`src/rtl/olrs_pkg.sv`:
```
// Shared definitions for the overwrite log ring with snapshot.
// Field widths, reset values and operation codes; no dependencies.
package olrs_pkg;

  localparam int unsigned BYTE_W = 8;
  localparam int unsigned CNT_W = 11;
  localparam int unsigned IDX_W = 10;
  localparam int unsigned OP_W = 3;

  localparam int unsigned RING_DEPTH_DEF = 1024;
  localparam logic [CNT_W-1:0] RING_SIZE_RST = 11'd1024;

  typedef enum logic [OP_W-1:0] {
    OP_APPEND     = 3'd0,
    OP_CAPTURE    = 3'd1,
    OP_READ_RING  = 3'd2,
    OP_READ_SNAP  = 3'd3,
    OP_CLEAR_RING = 3'd4,
    OP_CLEAR_SNAP = 3'd5
  } op_e;

endpackage

```
`src/rtl/olrs_mod.sv`:
```
// Iterative remainder unit: one quotient bit per cycle.
// Depends on olrs_pkg for the count width.
module olrs_mod
  import olrs_pkg::*;
(
  input  logic             clk_i,
  input  logic             rst_ni,
  input  logic             start_i,
  input  logic [CNT_W-1:0] dividend_i,
  input  logic [CNT_W-1:0] divisor_i,
  output logic             done_o,
  output logic [CNT_W-1:0] rem_o
);

  localparam int unsigned CW = $clog2(CNT_W + 1);

  logic             busy_q, busy_d;
  logic             done_q, done_d;
  logic [CW-1:0]    cnt_q, cnt_d;
  logic [CNT_W-1:0] dvd_q, dvd_d;
  logic [CNT_W-1:0] dsr_q, dsr_d;
  logic [CNT_W-1:0] rem_q, rem_d;
  logic [CNT_W:0]   rem_sh;

  assign rem_sh = {rem_q, dvd_q[CNT_W-1]};

  // Shift in one dividend bit, subtract the divisor when it fits
  always_comb begin
    busy_d = busy_q;
    done_d = 1'b0;
    cnt_d  = cnt_q;
    dvd_d  = dvd_q;
    dsr_d  = dsr_q;
    rem_d  = rem_q;
    if (start_i) begin
      busy_d = 1'b1;
      cnt_d  = '0;
      dvd_d  = dividend_i;
      dsr_d  = divisor_i;
      rem_d  = '0;
    end else if (busy_q) begin
      if (rem_sh >= {1'b0, dsr_q}) begin
        rem_d = CNT_W'(rem_sh - {1'b0, dsr_q});
      end else begin
        rem_d = rem_sh[CNT_W-1:0];
      end
      dvd_d = {dvd_q[CNT_W-2:0], 1'b0};
      cnt_d = cnt_q + CW'(1);
      if (cnt_q == CW'(CNT_W - 1)) begin
        busy_d = 1'b0;
        done_d = 1'b1;
      end
    end
  end

  always_ff @(posedge clk_i or negedge rst_ni) begin
    if (!rst_ni) begin
      busy_q <= 1'b0;
      done_q <= 1'b0;
      cnt_q  <= '0;
    end else begin
      busy_q <= busy_d;
      done_q <= done_d;
      cnt_q  <= cnt_d;
    end
  end

  always_ff @(posedge clk_i) begin
    dvd_q <= dvd_d;
    dsr_q <= dsr_d;
    rem_q <= rem_d;
  end

  assign done_o = done_q;
  assign rem_o  = rem_q;

endmodule

```
`config.mk`:
```
export PLATFORM = sky130hd
export DESIGN_NAME = olrs_mod
export DESIGN_NICKNAME = d
export VERILOG_FILES = /design/src/rtl/olrs_pkg.sv /design/src/rtl/olrs_mod.sv
export SDC_FILE = /design/constraint.sdc
export NUM_CORES = 1
export LEC_CHECK = 0
export BUFFER_PORTS_ARGS = -buffer_cell sky130_fd_sc_hd__clkbuf_2
export CAP_MARGIN = 20
export CORE_MARGIN = 3
export CORE_UTILIZATION = 55
export DETAILED_ROUTE_END_ITERATION = 6
export PLACE_DENSITY = 0.82
export SKIP_LAST_GASP = 1
export SLEW_MARGIN = 20
export SYNTH_ARGS = -nofsm -noshare
export SYNTH_HDL_FRONTEND = slang
export SYNTH_SLANG_ARGS = --single-unit
```
`constraint.sdc`:
```
create_clock -name clk_i -period 3.5 [get_ports clk_i]
set_input_delay 0.35 -clock clk_i [delete_from_list [all_inputs] [get_ports clk_i]]
set_output_delay 0.35 -clock clk_i [all_outputs]
set_load 0.005 [all_outputs]
```
==> results.cfg, run 1 <==
[clock_network]
ctsResizeCount = 0
postCtsHoldBufs = 1
cts_root_buffer = clkbuf_8
cts_sinks = 39
cts_setup_buffers = 0
cts_inserted_buffers = 5
clk_pin_slew_ns = 0.08
htreeDepth = 2
cts_tree = done
clkLatencyLatePin_ns = 0.30
clock_path_buffers = 2

[floorplanning]
ios = 37
rows = 21
die_x_um = 67.9
die_area_sq_um = 4610
coreArea_sq_um = 3520
start_util_pct = 59.8
die_h_um = 67.9

[power_and_ir_drop]
netSwitchingPower_w = 0.000617
vdd_drop_max_uv = 319
p_seq_share_pct = 35.5
p_leak_nw = 1.13
pwr-share-comb_pct = 39.4
pwr_density_cell_nw_per_um2 = 718
intPower_w = 0.00116
clkPwrFrac_pct = 25.1
sw_frac_of_total_pct = 34.6

[yosys]
synth_cell_types = 49
synth-main-ff-cell = edfxtp_1
syn-num-nets = 238
synthArstFlopShare_pct = 15.4
ys_seq_area_share_pct = 48.9
synth_seq_cells = 39
netlist_area_sq_um = 2110
synth_cells = 199
synth-edff-count = 22
avgSynthCellArea_sq_um = 10.6
synth_warnings = 0

[placement]
gp_congestion = 0.903
dpl.hpwl_um = 3310
port_buffers = 36
placed_cell_area_sq_um = 2340

[setup_path]
worst_setup_path_end_kind = flip-flop
critPathKind = flip-flop to flip-flop
reg2regPathDepth = 9
worstPathRequired_ns = 3.70
path_max_fanout = 8
startpoint_type = flip-flop
worstPathArrival_ns = 2.85

[global_routing]
antenna_found_initial = 0
overflow = 0
grt_pass1_vias = 1510
grt_start_max_net_pins = 24
grt_pass1_wl_um = 7270
grt_usage_pct = 21.7

[detailed_routing]
wl_um = 4390
ant_nets = 0
dr.pass1.iters = 4
dr.first_iter.drc_count = 181
vias_per_cell = 5.63
drc = 0
vias = 1620
wl_per_cell_um = 15.2

[timing]
worstMarginPinSlew_ns = 0.427
post-route-period-util_pct = 75.9
rsz0062_at_grt = false
final.setup.tns_ns = 0
setup_violations = 0
skew_ns = 0.0122
fmax_mhz = 376
max-slew-margin-rel_pct = 71.5
min_period_ns = 2.66
hold_ws_ns = 0.223
hold_violations = 0
slew_violations = 0

[final_layout]
syn_to_final_growth_pct = 17.7
final_area_sq_um = 2480
post-route-util_pct = 70.4
nets = 280
drive_gt1_share_pct = 25.2
antenna_cells = 0

[worst_hold_path]
hold_path.class = input port to flip-flop
min_delay_path_depth = 1

[outcome]
status = finished clean

[flow_run]
drv_cap = 0
[layer usage]
metal	part of all wire [%]	global-route usage, %
met5	0	0
met1	44	29.2
met4	1.0	6.70
met2	48	34.9
met3	6.1	5.09
[registers in the layout, indices dropped and copies added (netlist names)]
register and count:
busy_q 1, cnt_q 4, done_o 1, dsr_q 11
dvd_q 11, rem_o 11
[cell usage in the layout, fill, tap and decap left out, drive strengths merged, types with 2 or more instances in the layout]
cell type	synthesis	final
o21ai	14	14
nand2	14	14
xnor2	4	4
nand4	3	3
nor2	19	19
edfxtp	22	22
clkbuf	3	42
o21a	3	3
bufinv	0	2
mux2i	2	2
nor3	4	4
ha	13	13
a21oi	13	13
nor2b	2	2
and2	2	2
dfrtp	6	6
o22ai	2	2
mux2	11	11
nand2b	2	2
dfxtp	11	11
a21o	3	3
inv	18	18
a22o	2	2
xor2	3	3
a211oi	3	3
buf	1	2
[stage by stage]
step / std cells / power [W] / setup WS [ns]
3_5_place_dp: 279 / 0.00133 / 0.860
6_report: 288 / 0.00178 / 0.843
3_3_place_gp: 279 / 0.00132 / 0.964
2_1_floorplan: 199 / 0.00114 / 1.02
4_1_cts: 288 / 0.00178 / 0.862
5_1_grt: 288 / 0.00189 / 0.723
[power groups by stage]
stage	registers (W)	logic [W]	clock network, W
floorplan	0.000628	0.000514	0
global route	0.000642	0.000772	0.000474
finish	0.000631	0.000701	0.000448
CTS	0.000631	0.000694	0.000452
global placement	0.000641	0.000678	0
detailed placement	0.000641	0.000688	0
[Yosys cell counts, drive strengths merged, types with 2 or more instances]
master  number  area share, %
a211oi       3            1.3
a21o         3            1.1
a21oi       13            3.1
a22o         2           0.83
and2         2           0.71
clkbuf       3           0.53
dfrtp        6            7.1
dfxtp       11             10
edfxtp      22             31
ha          13            7.7
inv         18            3.2
mux2        11            5.9
mux2i        2           0.95
nand2       14            2.5
nand2b       2           0.59
nand4        3           0.89
nor2        19            3.4
nor2b        2           0.59
nor3         4            1.2
o21a         3            1.1
o21ai       14            3.3
o22ai        2           0.89
xnor2        4            1.7
xor2         3            1.2
[critical path, stage by stage (launching register included)]
cell and delay, ns:
edfxtp_1 0.36, inv_1 0.06, ha_1 0.22, fa_1 0.40, and2b_1 0.25, o22ai_2 0.11
a211o_1 0.36, nand2_1 0.24, mux2_2 0.37, a22o_1 0.19
[path summary, 6_finish.rpt]
path                       endpoint          from  slack, ns
min in group asynchronous  cnt_q[3]        rst_ni       0.41
setup reg to reg           rem_o[3]     dvd_q[10]       0.84
setup / recovery           rem_o[3]     dvd_q[10]       0.84
hold / removal             dsr_q[2]  divisor_i[2]       0.22
hold reg to reg            rem_o[7]      rem_o[7]       0.51
max in group asynchronous  cnt_q[1]        rst_ni       2.93
[area by class of cell]
| class | instances | area [sq um] |
|---|---|---|
| Clock inverter | 2 | 60.1 |
| Timing Repair Buffer | 39 | 205 |
| Sequential cell | 39 | 1030 |
| Clock buffer | 6 | 72.6 |
| Inverter | 18 | 67.6 |
| Fill cell | 269 | 1040 |
| Multi-Input combinational cell | 138 | 986 |
| Tap cell | 46 | 57.6 |
[logic make-up after synthesis]
kind of cell,Yosys count,synth area share (%)
buffers and inverters,22,4.28
adder cells (fa/ha/maj),14,8.67
XOR/XNOR,7,2.91
multiplexers,13,6.83
AND/OR/NAND/NOR,54,12.5
AO/OA/AOI/OAI,50,15.9
flip-flops,39,48.9
No activity file was read; power rests on OpenSTA's default activity.
==> run 2: changes to the inputs <==
- ABC_AREA: unset -> 1
- CORE_UTILIZATION: 55 -> 56
- clock period: 3.5 -> 2.6 ns (I/O delays scaled with it)
==> run 2 against run 1 <==
  * Synthesized cell count is 54% higher
  * Routed wire length is 10% higher
  * Final cell count is 36% higher
  * Die area is 9.1% higher
  * Combinational power is 83% higher
  * First-iteration DRC count is 17% lower
  * Clock skew is 0.0081 ns lower
  * Sequential cell count stayed put
  * Clock power is 13% lower
==> results.cfg, run 2 <==
[placement]
port_buffers = 36
dpl.cell_count = 384
dpl.hpwl_um = 3860
gp_congestion = 0.917

[clock_network]
ctsResizeCount = 0
postCtsHoldBufs = 1
clock_path_buffers = 2
cts_inserted_buffers = 5
cts_tree = done
htreeDepth = 2
clk_pin_slew_ns = 0.07
cts_root_buffer = clkbuf_8
cts_sinks = 39
clkLatencyLatePin_ns = 0.29
cts_setup_buffers = 0

[yosys]
synth-main-ff-cell = edfxtp_1
synth-edff-count = 22
synth_warnings = 0
synth_seq_cells = 39
synth_cells = 306
synth_cell_types = 26
synth_top_area_cell = edfxtp_1
avgSynthCellArea_sq_um = 7.72
synth.area.top_cells = edfxtp_1 (28%), nand2_1 (17%), dfxtp_1 (9.3%), inv_1 (8.9%), ha_1 (6.9%)
netlist_area_sq_um = 2360
ys_seq_area_share_pct = 43.7
netlist.area_leader.share_pct = 28.0
syn-num-nets = 345
yosys-top-cells-count = nand2_1 (104), inv_1 (56), edfxtp_1 (22), nand3_1 (21), nand4_1 (15)
yosysMostFrequentCell = nand2_1
synthArstFlopShare_pct = 15.4

[detailed_routing]
wl_um = 4840
vias_per_cell = 5.06
vias = 1989
ant_nets = 0
wl_per_cell_um = 12.3
dr.pass1.iters = 4
drc = 0
dr.first_iter.drc_count = 151

[power_and_ir_drop]
p_leak_nw = 1.45
intPower_w = 0.00145
pwr-share-comb_pct = 50.8
vdd_drop_max_uv = 498
p_seq_share_pct = 33.8
clkPwrFrac_pct = 15.4
netSwitchingPower_w = 0.00107
pwr_density_cell_nw_per_um2 = 949
sw_frac_of_total_pct = 42.6

[floorplanning]
die_x_um = 70.9
coreArea_sq_um = 3850
ios = 37
start_util_pct = 61.3
rows = 22
die_area_sq_um = 5030
die_h_um = 70.9

[final_layout]
final_cell_count_no_fill = 393
post-route-util_pct = 68.9
antenna_cells = 0
syn_to_final_growth_pct = 12.5
num-fill-cells = 321
drive_gt1_share_pct = 18.3
layout_common_cells = nand2_1 (104), inv_1 (56), clkbuf_2 (36), edfxtp_1 (22), nand3_1 (21)
mostFrequentLayoutCell = nand2_1
nets = 383

[global_routing]
grt_usage_pct = 21.0
grt_pass1_vias = 1873
overflow = 0
grt_start_max_net_pins = 18
antenna_found_initial = 0
grt_pass1_wl_um = 8420

[timing]
max-slew-margin-rel_pct = 44.4
post-route-period-util_pct = 85.3
fmax_mhz = 451
final.setup.tns_ns = 0
skew_ns = 0.00420
worstMarginPinSlew_ns = 0.830
rsz0062_at_grt = false
setup_violations = 0
min_period_ns = 2.22
slew_violations = 0
hold_violations = 0

[setup_path]
critPathKind = flip-flop to flip-flop
cpMaxStageDelayCell = fa_1
worst_path_largest_cell_delay_ns = 0.40
worst_setup_path_end_kind = flip-flop
path_cells = ha_1 > fa_1 > inv_1 > nand2_2 > nand2_2 > nand2_2 > nand2_1 > nand2_2 > nand3_2 > nand2_1 > nand3_1 > o21ai_1
startpoint_type = flip-flop
worstPathArrival_ns = 2.38
path_max_fanout = 12
worstPathRequired_ns = 2.76
crit_path_frequent_cell = nand2_2

[worst_hold_path]
hold_path.class = input port to flip-flop

[outcome]
status = finished clean

[flow_run]
drv_cap = 0
## run 2: changes by cell type after synthesis, moves of 4 or more
cell	delta
a21oi_1	-8
nand2_2	+7
mux2_2	-11
nor2_1	-8
xnor2_1	-4
nand3_1	+20
nand3_2	+7
nand4_1	+12
inv_1	+38
o21ai_0	-9
nand2_1	+90
## run 2: final cells by class
cell class | count | area (sq um) | area share, %
Sequential cell | 39 | 1030 | 38.8
Multi-Input combinational cell | 200 | 1050 | 39.7
Clock inverter | 1 | 5.00 | 0.188
Inverter | 58 | 218 | 8.20
Tap cell | 48 | 60.1 | 2.26
Timing Repair Buffer | 40 | 213 | 8.01
Clock buffer | 7 | 76.3 | 2.87
## run 2: logic make-up after synthesis
kind of cell	Yosys count	share of synthesized area [%]
xor gates and xnor gates	3	1.11
AOI/OAI and AO/OA	15	3.44
buffers and inverters	67	11.7
DFF	39	43.7
and+or+nand+nor	168	32.3
adders and majority gates	14	7.74
## run 2: routing by layer
layer  global-route usage (%)  wire, um  vias up
li1                         -         -     1045
met1                     27.8      2170      887
met2                     35.4      2320       52
met3                     4.55       299        5
met4                     4.80        46        0
met5                        0         0        -
## run 2: power groups by stage
stage | Clock [W] | Sequential, W | Combinational (W)
2_1_floorplan | 0 | 0.000856 | 0.000977
3_3_place_gp | 0 | 0.000863 | 0.00123
3_5_place_dp | 0 | 0.000866 | 0.00126
4_1_cts | 0.000397 | 0.000853 | 0.00127
5_1_grt | 0.000424 | 0.000870 | 0.00146
6_report | 0.000388 | 0.000852 | 0.00128
## run 2: through the flow
stage | cell area, sq um | worst slack (ns) | total power (W) | hold WS [ns]
after floorplan | 2360 | 0.778 | 0.00183 | -0.0356
after global placement | 2560 | 0.522 | 0.00209 | 0.0943
after detailed placement | 2560 | 0.410 | 0.00212 | 0.0957
after CTS | 2660 | 0.392 | 0.00252 | 0.134
after global routing | 2660 | 0.160 | 0.00275 | 0.128
final | 2660 | 0.383 | 0.00252 | 0.140
## run 2: worst paths after layout
path / startpoint / endpoint / slack [ns] / cells after the start
max in group asynchronous: rst_ni / cnt_q[0] / 2.11 / 2
hold / removal: divisor_i[10] / dsr_q[10] / 0.14 / 1
setup reg to reg: dsr_q[0] / rem_o[1] / 0.38 / 12
hold reg to reg: rem_o[10] / rem_o[10] / 0.49 / 2
setup / recovery: dsr_q[0] / rem_o[1] / 0.38 / 12
min in group asynchronous: rst_ni / done_o / 0.33 / 2
## run 2: worst max-delay path, delay by kind of cell (launching register included)
kind | cells | cell delay (ns)
AO/OA/AOI/OAI | 1 | 0.06
AND/OR/NAND/NOR | 8 | 0.88
buffers and inverters | 1 | 0.13
flip-flops | 1 | 0.38
adder cells (fa/ha/maj) | 2 | 0.62
